--- src/ldlt_pkg.sv ---
// ----------------------------------------------------------------------------
// ldlt_pkg
// Shared constants, types and helpers of the unpivoted LDL^T factor unit.
// ----------------------------------------------------------------------------
package ldlt_pkg;

    localparam int MAX_ORDER = 8;
    localparam int IDX_W     = 3;
    localparam int ADDR_W    = 6;
    localparam int DATA_W    = 32;
    localparam int FRAC_W    = 16;
    localparam int ACC_W     = 52;
    localparam int QUO_W     = 48;
    localparam int SIZE_W    = 4;
    localparam int OP_W      = 3;

    localparam logic signed [63:0] SAT_HI = 64'sh0000_0000_7fff_ffff;
    localparam logic signed [63:0] SAT_LO = -64'sh0000_0000_8000_0000;

    // datapath operations
    localparam logic [OP_W-1:0] OP_NONE  = 3'd0;
    localparam logic [OP_W-1:0] OP_LDT   = 3'd1;  // load diagonal operand
    localparam logic [OP_W-1:0] OP_VMUL  = 3'd2;  // v[i] = A(k,i) * A(i,i)
    localparam logic [OP_W-1:0] OP_LDACC = 3'd3;  // acc = entry
    localparam logic [OP_W-1:0] OP_MAC   = 3'd4;  // acc -= entry * v[i]
    localparam logic [OP_W-1:0] OP_OUT   = 3'd5;  // read entry into output reg
    localparam logic [OP_W-1:0] OP_FDIAG = 3'd6;  // write pivot D(k)
    localparam logic [OP_W-1:0] OP_FOFF  = 3'd7;  // write quotient L(r,k)

    typedef logic [DATA_W-1:0] t_data;

    typedef struct packed {
        logic [OP_W-1:0]   op;
        logic [ADDR_W-1:0] addr;
        logic [IDX_W-1:0]  vidx;
        logic [IDX_W-1:0]  row;
        logic [IDX_W-1:0]  col;
        logic              last;
        logic              clr;
        logic              ld_we;
        logic [ADDR_W-1:0] ld_addr;
    } t_cmd;

    typedef struct packed {
        logic busy;
        logic out_full;
    } t_stat;

    typedef struct packed {
        logic  sat;
        t_data val;
    } t_sat;

    function automatic t_sat sat64(input logic signed [63:0] x);
        t_sat s;
        s.sat = 1'b0;
        s.val = x[DATA_W-1:0];
        if (x > SAT_HI) begin
            s.sat = 1'b1;
            s.val = SAT_HI[DATA_W-1:0];
        end else if (x < SAT_LO) begin
            s.sat = 1'b1;
            s.val = SAT_LO[DATA_W-1:0];
        end
        return s;
    endfunction

    function automatic logic [ADDR_W-1:0] addr_of(input logic [IDX_W-1:0] row,
                                                  input logic [IDX_W-1:0] col);
        return {col, row};
    endfunction

    // ceil(1024 / n), exact enough for counts below 64
    function automatic logic [10:0] recip(input logic [SIZE_W-1:0] n);
        logic [10:0] r;
        case (n)
            4'd2:    r = 11'd512;
            4'd3:    r = 11'd342;
            4'd4:    r = 11'd256;
            4'd5:    r = 11'd205;
            4'd6:    r = 11'd171;
            4'd7:    r = 11'd147;
            4'd8:    r = 11'd128;
            default: r = 11'd1024;
        endcase
        return r;
    endfunction

endpackage

--- src/ldlt_ctrl.sv ---
// ----------------------------------------------------------------------------
// ldlt_ctrl
// Sequencer: loads entries, walks the factorization columns, emits results.
// ----------------------------------------------------------------------------
module ldlt_ctrl (
    input  logic                 i_clk,
    input  logic                 i_rst_n,
    input  logic                 i_in_valid,
    output logic                 o_in_ready,
    input  logic                 i_last_entry,
    input  logic                 i_cfg_valid,
    output logic                 o_cfg_ready,
    input  logic [3:0]           i_cfg_size,
    output ldlt_pkg::t_cmd       o_cmd,
    input  ldlt_pkg::t_stat      i_stat
);

    localparam logic [3:0] S_IDLE = 4'd0;
    localparam logic [3:0] S_COL  = 4'd1;
    localparam logic [3:0] S_VT   = 4'd2;
    localparam logic [3:0] S_VM   = 4'd3;
    localparam logic [3:0] S_VDRN = 4'd4;
    localparam logic [3:0] S_DACC = 4'd5;
    localparam logic [3:0] S_DMAC = 4'd6;
    localparam logic [3:0] S_DDRN = 4'd7;
    localparam logic [3:0] S_DFIN = 4'd8;
    localparam logic [3:0] S_RACC = 4'd9;
    localparam logic [3:0] S_RMAC = 4'd10;
    localparam logic [3:0] S_RDRN = 4'd11;
    localparam logic [3:0] S_RFIN = 4'd12;
    localparam logic [3:0] S_RWT  = 4'd13;
    localparam logic [3:0] S_ORD  = 4'd14;
    localparam logic [3:0] S_OWT  = 4'd15;

    logic [3:0]  r_state, n_state;
    logic [2:0]  r_k, n_k, r_i, n_i, r_r, n_r, r_c, n_c;
    logic [6:0]  r_count, n_count;
    logic [3:0]  r_size, n_size;
    logic [3:0]  n_eff;
    logic [2:0]  nm1, km1;
    logic [6:0]  total;
    logic [17:0] col_prod;
    logic [2:0]  ld_col, ld_row;
    logic [6:0]  row_full;
    logic        accept, out_last;

    always_comb begin
        n_eff = r_size;
        if (r_size == 4'd0) begin
            n_eff = 4'd1;
        end else if (r_size > 4'(ldlt_pkg::MAX_ORDER)) begin
            n_eff = 4'(ldlt_pkg::MAX_ORDER);
        end
        nm1      = 3'(n_eff - 4'd1);
        km1      = r_k - 3'd1;
        total    = 7'({3'd0, n_eff} * {3'd0, n_eff});
        // column = count / n by reciprocal multiply, row is the remainder
        col_prod = 18'(r_count) * 18'(ldlt_pkg::recip(n_eff));
        ld_col   = col_prod[12:10];
        row_full = r_count - 7'({4'd0, ld_col} * {3'd0, n_eff});
        ld_row   = row_full[2:0];
        accept   = i_in_valid && (r_state == S_IDLE);
        out_last = (r_r == nm1) && (r_c == nm1);
    end

    always_comb begin
        n_state = r_state;
        n_k     = r_k;
        n_i     = r_i;
        n_r     = r_r;
        n_c     = r_c;
        n_count = r_count;
        n_size  = i_cfg_valid ? i_cfg_size : r_size;
        o_cmd   = '0;
        o_cmd.vidx = r_i;

        unique case (r_state)
            S_IDLE: begin
                if (accept) begin
                    if (r_count < total) begin
                        o_cmd.ld_we   = 1'b1;
                        o_cmd.ld_addr = ldlt_pkg::addr_of(ld_row, ld_col);
                        n_count       = r_count + 7'd1;
                    end
                    if (i_last_entry) begin
                        o_cmd.clr = 1'b1;
                        n_count   = '0;
                        n_k       = '0;
                        n_state   = S_COL;
                    end
                end
            end
            S_COL: begin
                n_i     = '0;
                n_state = (r_k == 3'd0) ? S_DACC : S_VT;
            end
            S_VT: begin
                o_cmd.op   = ldlt_pkg::OP_LDT;
                o_cmd.addr = ldlt_pkg::addr_of(r_i, r_i);
                n_state    = S_VM;
            end
            S_VM: begin
                o_cmd.op   = ldlt_pkg::OP_VMUL;
                o_cmd.addr = ldlt_pkg::addr_of(r_k, r_i);
                n_i        = r_i + 3'd1;
                n_state    = (r_i == km1) ? S_VDRN : S_VT;
            end
            S_VDRN: begin
                if (!i_stat.busy) begin
                    n_state = S_DACC;
                end
            end
            S_DACC: begin
                o_cmd.op   = ldlt_pkg::OP_LDACC;
                o_cmd.addr = ldlt_pkg::addr_of(r_k, r_k);
                n_i        = '0;
                n_state    = (r_k == 3'd0) ? S_DDRN : S_DMAC;
            end
            S_DMAC: begin
                o_cmd.op   = ldlt_pkg::OP_MAC;
                o_cmd.addr = ldlt_pkg::addr_of(r_k, r_i);
                n_i        = r_i + 3'd1;
                if (r_i == km1) begin
                    n_state = S_DDRN;
                end
            end
            S_DDRN: begin
                if (!i_stat.busy) begin
                    n_state = S_DFIN;
                end
            end
            S_DFIN: begin
                o_cmd.op   = ldlt_pkg::OP_FDIAG;
                o_cmd.addr = ldlt_pkg::addr_of(r_k, r_k);
                o_cmd.vidx = r_k;
                n_r        = r_k + 3'd1;
                if (r_k == nm1) begin
                    n_r     = '0;
                    n_c     = '0;
                    n_state = S_ORD;
                end else begin
                    n_state = S_RACC;
                end
            end
            S_RACC: begin
                o_cmd.op   = ldlt_pkg::OP_LDACC;
                o_cmd.addr = ldlt_pkg::addr_of(r_r, r_k);
                n_i        = '0;
                n_state    = (r_k == 3'd0) ? S_RDRN : S_RMAC;
            end
            S_RMAC: begin
                o_cmd.op   = ldlt_pkg::OP_MAC;
                o_cmd.addr = ldlt_pkg::addr_of(r_r, r_i);
                n_i        = r_i + 3'd1;
                if (r_i == km1) begin
                    n_state = S_RDRN;
                end
            end
            S_RDRN: begin
                if (!i_stat.busy) begin
                    n_state = S_RFIN;
                end
            end
            S_RFIN: begin
                o_cmd.op   = ldlt_pkg::OP_FOFF;
                o_cmd.addr = ldlt_pkg::addr_of(r_r, r_k);
                n_state    = S_RWT;
            end
            S_RWT: begin
                // hold until the quotient is written back
                if (!i_stat.busy) begin
                    if (r_r == nm1) begin
                        n_k     = r_k + 3'd1;
                        n_state = S_COL;
                    end else begin
                        n_r     = r_r + 3'd1;
                        n_state = S_RACC;
                    end
                end
            end
            S_ORD: begin
                o_cmd.op   = ldlt_pkg::OP_OUT;
                o_cmd.addr = ldlt_pkg::addr_of(r_r, r_c);
                o_cmd.row  = r_r;
                o_cmd.col  = r_c;
                o_cmd.last = out_last;
                n_state    = S_OWT;
            end
            S_OWT: begin
                if (!i_stat.busy && !i_stat.out_full) begin
                    if (out_last) begin
                        n_state = S_IDLE;
                    end else if (r_r == nm1) begin
                        n_r     = '0;
                        n_c     = r_c + 3'd1;
                        n_state = S_ORD;
                    end else begin
                        n_r     = r_r + 3'd1;
                        n_state = S_ORD;
                    end
                end
            end
            default: n_state = S_IDLE;
        endcase
    end

    always_ff @(posedge i_clk) begin
        if (!i_rst_n) begin
            r_state <= S_IDLE;
            r_count <= '0;
            r_size  <= 4'(ldlt_pkg::MAX_ORDER);
        end else begin
            r_state <= n_state;
            r_count <= n_count;
            r_size  <= n_size;
        end
        r_k <= n_k;
        r_i <= n_i;
        r_r <= n_r;
        r_c <= n_c;
    end

    assign o_in_ready  = (r_state == S_IDLE);
    assign o_cfg_ready = 1'b1;

`ifndef SYNTHESIS
    a_count_bound: assert property (@(posedge i_clk) disable iff (!i_rst_n)
        r_count <= 7'd64)
        else $error("load count beyond store depth");
    a_out_free: assert property (@(posedge i_clk) disable iff (!i_rst_n)
        (r_state == S_ORD) |-> !i_stat.out_full)
        else $error("output read issued while result still pending");
    a_load_in_range: assert property (@(posedge i_clk) disable iff (!i_rst_n)
        o_cmd.ld_we |-> ({1'b0, ld_row} < n_eff) && ({1'b0, ld_col} < n_eff))
        else $error("load position outside matrix");
    a_drained_fin: assert property (@(posedge i_clk) disable iff (!i_rst_n)
        (r_state == S_DFIN || r_state == S_RFIN) |-> !i_stat.busy)
        else $error("finish step with work in flight");
`endif

endmodule

--- config.mk ---
export PLATFORM = sky130hd
export DESIGN_NAME = ldlt_ctrl
export DESIGN_NICKNAME = d
export VERILOG_FILES = /design/src/ldlt_pkg.sv /design/src/ldlt_ctrl.sv
export SDC_FILE = /design/constraint.sdc
export NUM_CORES = 1
export LEC_CHECK = 0
export ABC_AREA = 1
export BUFFER_PORTS_ARGS = -buffer_cell sky130_fd_sc_hd__buf_2
export CORE_UTILIZATION = 30
export DETAILED_ROUTE_END_ITERATION = 8
export MAX_ROUTING_LAYER = met4
export SYNTH_ARGS = -nofsm -noshare
export SYNTH_HDL_FRONTEND = slang
export SYNTH_SLANG_ARGS = --single-unit
export TNS_END_PERCENT = 100
--- constraint.sdc ---
create_clock -name i_clk -period 11.6 [get_ports i_clk]
set_input_delay 3.48 -clock i_clk [delete_from_list [all_inputs] [get_ports i_clk]]
set_output_delay 3.48 -clock i_clk [all_outputs]
set_load 0.1 [all_outputs]
==> flow_results.org, run 1 <==
** Outcome
- Run status :: complete, no violations

** Power
- Clock network power share :: 0.265
- Sw frac :: 0.413
- Total internal power :: 0.000183 W
- IR analysis of the VDD net gives a maximum drop of 0.0000812 V.
- The share of total power dissipated in combinational logic is 0.367.
- Of the total power, registers draw 0.368.
- Leakage power of the design :: 2.42 nW
- Dividing total power by cell area gives a power density of approximately 65 nW/um2.
- Power spent charging and discharging nets :: 0.000129 W

** Worst setup path
- RR Startpoint :: r_size[2]
- Data on the critical path is required at its endpoint by 8.12 ns.
- Endpoint class of the critical path :: output port
- Tracing the worst setup path back leads to its startpoint at r_size[3].
- Peak per-stage delay on the critical path :: 0.54 ns
- Following the worst setup path forward leads to its endpoint at o_cmd[2].
- The worst setup path is launched from a register.
- Setup slack on the worst flop-to-flop path :: 8.20 ns
- For the worst flop-to-flop path, the logic depth is 20.
- In this run the worst path has a maximum fanout of 10.
- Data arrives at the worst endpoint at 7.32 ns.
- Reg-to-reg endpoint :: r_count[4]
- The setup path with the least slack is of type reg2out.
- Among all stages on the critical path, the largest delay is contributed by fa_1.

** Synthesis
- During synthesis, Yosys emitted a total of 0 warnings.
- Seq/Total Area, Yosys :: 0.152
- Total nets after synthesis :: around 710
- Of all cell types, the one taking the most synthesized area is fa_1.
- EDFF count, synth :: 12
- Async SR Flop Fraction :: 0
- The synthesized netlist occupies a cell area of 4350 um2.
- The synthesized design contains 27 register bits.
- Main synth FF type :: dfxtp_1
- Top-count cell post-synth :: inv_1
- Synthesis instantiated 44 different standard cells from the library.
- Mean instance size in the synthesized netlist :: 7.02 um2
- Ranked by instance count, the synthesized netlist is headed by inv_1 (125), nor2_1 (101), nand2_1 (97).
- In the post-synthesis netlist, the biggest area contributors are fa_1 (17%), ha_1 (12%), inv_1 (11%).
- In the synthesized netlist, the number of instances is 619.
- The share of synthesized area in the top cell type comes to 0.170.

** STA
- For the pin with the worst max-slew slack, the measured transition is 0.610 ns.
- Hold is met by around 0.5 ns.
- Clock skew on the completed layout was measured at 0.00651 ns.
- Setup repair after global routing left no endpoint under its margin.
- The number of pins with negative max-slew slack in the final report was 0.
- Post-Route Setup TNS :: 0 ns
- The count of final hold-check violations is 0.
- Worst max-slew margin expressed relative to the limit :: 0.590
- Final worst path period need :: 10.80 ns
- Based on the critical path, the design can be clocked at up to 92.6 MHz.
- Count of final setup violators :: 0
- Fin crit share :: 0.931

** Floorplanning
- Measured along the x axis, the die boundary spans 122 um.
- For this configuration, the core starts out at a cell density of 0.311.
- Vertical extent of the die :: 122 um
- Std-Cell Core Area :: 14000 um2
- During I/O placement, the number of pins put on the boundary was 40.
- After floorplanning, the core was divided into 43 placement rows.
- Die Footprint :: 15000 um2

** CTS
- Clock Latency Late Sink :: 0.27 ns
- TritonCTS built the clock tree.
- Worst-case clock buffer depth :: 2
- Once the clock tree was built, the setup fixing pass inserted 0 buffers.
- Clock-pin slew was measured on the worst setup and hold paths at about 0.06 ns.
- Number of levels in the clock H-tree :: 1
- Count of hold buffers inserted by post-cts repair :: 0
- The number of clock buffers added by TritonCTS is 3.
- The tree is rooted in a clkbuf_16.
- Post-cts sizing count :: 0
- Number of sinks on the clock net :: 27

** Worst hold path
- In this run the worst hold path is classified as reg2reg.

** Cells and area
- # nets final :: 743
- The number of antenna diodes in the final layout is 0.
- Fraction of final layout cells sized beyond drive strength 1 :: 0.116
- Area Growth Syn to Fin :: 10.3%

** Route
- Post-route antenna net violation count :: 0
- After detailed routing, the average wire length per cell comes to between 10 and 15 um.
- Detailed routing inserted a total of between 3000 and 4000 vias.
- The routed design has 11.0 mm of wire.
- Initial DRT Pass Iterations :: 5
- Number of DRC violations after detailed routing :: 0
- In this run, the number of DRC markers left after iteration 0 of detailed routing was 196.
- Number of vias per cell :: 4.74

** GRT
- The total overflow left after global routing is 0.
- Maximum number of pins on one net before global-route repair :: 15
- Number of antenna violations at the first check in global routing :: 0
- GRT Total Usage :: 0.160
- Global-route wire length before repair :: 18.4 mm
- The via count of the first global-routing pass is 3853.

** Flow run
- The tool flagged a number of max-cap violations equal to 0.

** Placement
- Routability congestion estimate from global placement :: 0.916
- The wire-length estimate of the detail-placed layout is 9.36 mm.
- Input and output buffers added on the ports amount to 38.
cells in the final DEF, fill, tap and decap left out, drive strengths merged:
cell     count
o2111ai      3
nor3b        1
xnor2       12
a21oi       30
nand3       32
xor2        10
nor2       108
a211oi       3
clkbuf       4
o21ai       21
o221ai       3
o31ai        1
o21a         2
dfxtp       15
buf         38
o211ai       2
or2          1
fa          37
nand4       12
edfxtp      12
conb         2
a21boi       1
ha          40
nand2      112
o21bai       3
nor3        12
o22ai        2
clkinv       3
inv        129
a221o        3
area by class of cell:
type / count / area (um2)
multi-input combinational: 453 / 3140
clock buffer: 4 / 80.1
tap: 180 / 225
fill: 1567 / 9190
timing repair buffer: 38 / 190
inverter: 132 / 497
sequential: 27 / 661
cells by family (layout without fill, tap and decap cells):
kind of cell	count (synthesis)	after routing	share of synthesized area
xor gates and xnor gates	22	22	0.0443
DFF	27	27	0.152
AOI/OAI and AO/OA	74	74	0.105
other	2	2	0.00173
adders and majority gates	77	77	0.285
and+or+nand+nor	278	278	0.287
buffers and inverters	139	174	0.125
metrics by stage:
step           instance area (um2)  setup WS, ns  total power (W)  instances  utilization
2_1_floorplan                 4350         0.942         0.000207        619            -
3_3_place_gp                  4720          1.20         0.000232        830        0.337
3_5_place_dp                  4720          1.13         0.000231        830        0.337
4_1_cts                       4800         0.801         0.000314        834        0.343
5_1_grt                       4800         0.181         0.000327        834        0.343
6_report                      4800         0.800         0.000312        834        0.343
per-layer routing:
layer | vias up | track usage | share of wire
li1 | 2014 | - | -
met1 | 1839 | 0.225 | 0.49
met2 | 98 | 0.253 | 0.45
met3 | 6 | 0.0112 | 0.045
met4 | 0 | 0.0328 | 0.0059
met5 | - | - | 0
worst min-delay path by stage:
stage          startpoint    endpoint  slack [ns]  cells after the start
6_report       r_state[2]  r_state[2]        0.51                      2
5_1_grt         r_size[0]   r_size[0]        0.56                      2
4_1_cts        r_state[2]  r_state[2]        0.50                      2
3_5_place_dp   r_state[2]  r_state[2]        0.50                      2
3_3_place_gp   r_state[2]  r_state[2]        0.49                      2
2_1_floorplan   r_size[0]   r_size[0]        0.46                      2
worst max-delay path: cells and delay by family (launching register included):
kind                       cells  cell delay, ns
DFF                            1            0.51
adders and majority gates      8            3.57
buffers and inverters          8            0.93
and+or+nand+nor               15            2.04
state kept, by name, summed over array words and instances, names as in the netlist:
register	count
r_r	3
r_i	3
r_c	3
r_state	4
r_size	4
r_k	3
r_count	7
power by group through the flow:
stage	sequential, W	combinational, W	clock [W]
floorplan	0.000113	0.0000941	0
global placement	0.000117	0.000115	0
detailed placement	0.000117	0.000114	0
CTS	0.000115	0.000115	0.0000848
global route	0.000116	0.000124	0.0000876
finish	0.000115	0.000114	0.0000827
Note: power is estimated with default switching activity, not from simulation.
==> inputs of run 2 (changes only) <==
Settings changed: RECOVER_POWER from default to 100.
==> flow_results.org, run 2 (same netlist as run 1, synthesis figures left out) <==
** Power
- The switching part of the total power came to 0.416 (+0.00236).
- The worst vdd rail ir drop is 0.0000796 V (-1.9%).
- The areal power density over the cells is 65.3 nW/um2 (+0.46%).
- Sequential group share of total power :: 0.371 (+0.003)
- The internal cell power was 0.000181 W (-1.0%).
- The part of the total power dissipated in the clock network is 0.267 (+0.002).
- Power spent charging and discharging nets :: 0.000129 W (about the same)
- Comb pwr share :: 0.362 (-0.005)
- Leakage power of the design :: 2.30 nW (-5.1%)

** Worst hold path
- End point of the most critical hold path :: r_state[2]
- Number of cells on the worst hold path :: 2 (unchanged)
- Class of the worst hold path :: reg2reg
- In this run the most critical hold path is launched from r_state[2].

** Flow run
- Total of max-cap violations :: 0 (unchanged)

** GRT
- The global-route wire length before repair came to 18.4 mm (unchanged).
- The via count of the first global-routing pass is 3853 (unchanged).
- The largest net degree at the start of global routing came to 15 (unchanged).
- The number of antenna violations at the first check in global routing came to 0 (unchanged).
- Final global-route overflow total :: 0 (unchanged)
- GRT Total Usage :: 0.160 (unchanged)

** CTS
- Post-CTS setup buffers :: 0 (unchanged)
- Clock tree from TritonCTS :: done
- The number of hold-repair buffers added at the cts stage is 0 (unchanged).
- The buffer levels on the longest clock path came to 2 (unchanged).
- Inserted Clock Buffers :: 3 (unchanged)
- The clock slew seen by the registers of the worst setup and hold paths came to 0.06 ns (about the same).
- Clock Latency Late Sink :: 0.27 ns (about the same)
- The level count of the clock H-tree was 1 (unchanged).
- Post-cts sizing count :: 0 (unchanged)
- The count of clock tree sinks is 27 (unchanged).
- The root buffer cell chosen for the clock tree is clkbuf_16.

** Route
- The total DRC errors in the routed layout came to 0 (unchanged).
- The remaining number of nets flagged by the antenna check after routing was 0 (unchanged).
- The DRC marker count from the first detailed-route iteration is 217 (+11%).
- The total via count after detailed routing came to 3986 (+0.73%).
- The routed via count divided by cell count came to 4.78 (+0.73%).
- Final wirelength :: 11.0 mm (+0.19%)
- The routed length per instance is 13.2 um (+0.19%).
- The detailed-routing iteration count for the pre-antenna-repair pass came to 5 (unchanged).

** Cells and area
- Fraction of final layout cells sized beyond drive strength 1 :: 0.0627 (-0.0535)
- Area Growth Syn to Fin :: 9.09%
- # nets final :: 743 (unchanged)
- Leaving out fill and tap cells, the most frequent cell in the layout is inv_1.
- The area taken by flip-flops and latches was 661 um2 (unchanged).
- The number of flip-flops in the largest register came to 7 (unchanged).
- Highest-count cells in the layout ignoring fill and taps :: inv_1 (126), nor2_1 (102), nand2_1 (98)
- Number of diodes added for antenna fixing :: 0 (unchanged)
- The number of filler cells placed in the layout was 1588 (+1.3%).
- r_count holds more flip-flops than any other register.
- Largest registers in the final layout :: r_count x7, r_size x4, r_state x4
- The footprint of the multi-input gates came to 3130 um2 (-0.44%).

** Placement
- Count of port buffers added during placement :: 38 (unchanged)
- The weighted congestion at the end of routability-driven global placement is 0.916 (unchanged).
- The post-DP HPWL was 9.36 mm (unchanged).
- Worst slack at placement :: 1.13 ns (unchanged)

** Worst setup path
- The worst setup path is launched from a register.
- Setup slack on the worst flop-to-flop path :: 8.11 ns (-0.09 ns)
- RR Startpoint :: r_size[2]
- The data arrival time at the worst-slack endpoint was 7.35 ns (+0.03 ns).
- Standard cell with the maximum stage delay on the critical path :: fa_1
- Endpoint class of the critical path :: output port
- Path depth of the worst reg2reg path :: 20 (unchanged)
- Peak per-stage delay on the critical path :: 0.54 ns (about the same)
- Reg-to-reg endpoint :: r_count[4]
- The maximum fanout count along the critical path is 10 (unchanged).
- Worst setup path class :: reg2out
- The required time reported for the critical path endpoint came to 8.12 ns (about the same).

** STA
- The total negative slack for setup checks was 0 ns (unchanged).
- Max Slew Vio Count :: 0 (unchanged)
- The clock tree skew after final layout was 0.00821 ns (+0.00169 ns).
- The least setup slack across all paths after layout was 0.772 ns (-0.0279 ns).
- Final worst path period need :: 10.83 ns (+0.0279 ns)
- The timing-limited maximum frequency was 92.4 MHz (-0.26%).
- Total count of hold-check failures in the final report :: 0 (unchanged)
- The worst slew margin relative to its limit was 0.198 (-0.392).
- Count of final setup violators :: 0 (unchanged)
- The portion of the clock cycle consumed by the worst path in the final layout is 0.933 (+0.00241).
- The actual slew at the worst max-slew pin was 1.21 ns (+0.598 ns).
- RSZ-0062 raised after global routing :: no

** Floorplanning
- Number of cell rows :: 43 (unchanged)
- The core footprint was 14000 um2 (unchanged).
- Ports :: 40 (unchanged)
- The die outline width is 122 um (unchanged).
- Die Footprint :: 15000 um2 (unchanged)
- The vertical extent of the die is 122 um (unchanged).
- Starting utilization of the core area :: 0.311 (unchanged)

** Outcome
- The flow ran to the end, and the final reports show no timing, DRC or antenna violations.
-- run 2: cell count changes in the layout (fill, tap and decap cells not counted), sizes merged --
| cell | previous run | this run |
|---|---|---|
| buf | 38 | 6 |
| clkbuf | 4 | 36 |
-- run 2: worst max-delay path: cells and delay by family, from the launching register on --
kind	cells	cell delay [ns]
fa+ha+maj	8	3.57
simple gates	15	2.04
flops	1	0.51
buf+inv	8	0.97
-- run 2: per-layer routing --
metal	vias up	wire, um	GRT usage
li1	2016	-	-
met1	1862	5430	0.225
met2	98	5080	0.253
met3	10	439	0.0112
met4	0	93	0.0328
met5	-	0	-
-- run 2: cell type report --
type / instances / share of cell area
clock buffers: 4 / 0.0169
inverters: 132 / 0.105
multi-input cells: 453 / 0.660
flip-flops and latches: 27 / 0.139
well taps: 180 / 0.0475
repair buffers: 38 / 0.0319
-- run 2: metrics by stage --
step	hold WS, ns	std cells	total power, W	instance area, um2	util
3_3_place_gp	0.487	830	0.000232	4720	0.337
5_1_grt	0.556	834	0.000325	4740	0.339
4_1_cts	0.505	834	0.000314	4800	0.343
2_1_floorplan	0.464	619	0.000207	4350	-
6_report	0.507	834	0.000310	4740	0.339
3_5_place_dp	0.496	830	0.000231	4720	0.337
-- run 2: power groups by stage --
stage | Combinational [W] | Sequential [W] | Clock (W)
floorplan | 0.0000941 | 0.000113 | 0
global placement | 0.000115 | 0.000117 | 0
detailed placement | 0.000114 | 0.000117 | 0
CTS | 0.000115 | 0.000115 | 0.0000848
global route | 0.000121 | 0.000116 | 0.0000876
finish | 0.000112 | 0.000115 | 0.0000828
-- run 2: worst max-delay path by stage --
stage                    from       end
detailed placement  r_size[3]  o_cmd[2]
floorplan           r_size[3]  o_cmd[2]
CTS                 r_size[3]  o_cmd[2]
global placement    r_size[3]  o_cmd[2]
finish              r_size[3]  o_cmd[2]
global route        r_size[3]  o_cmd[2]
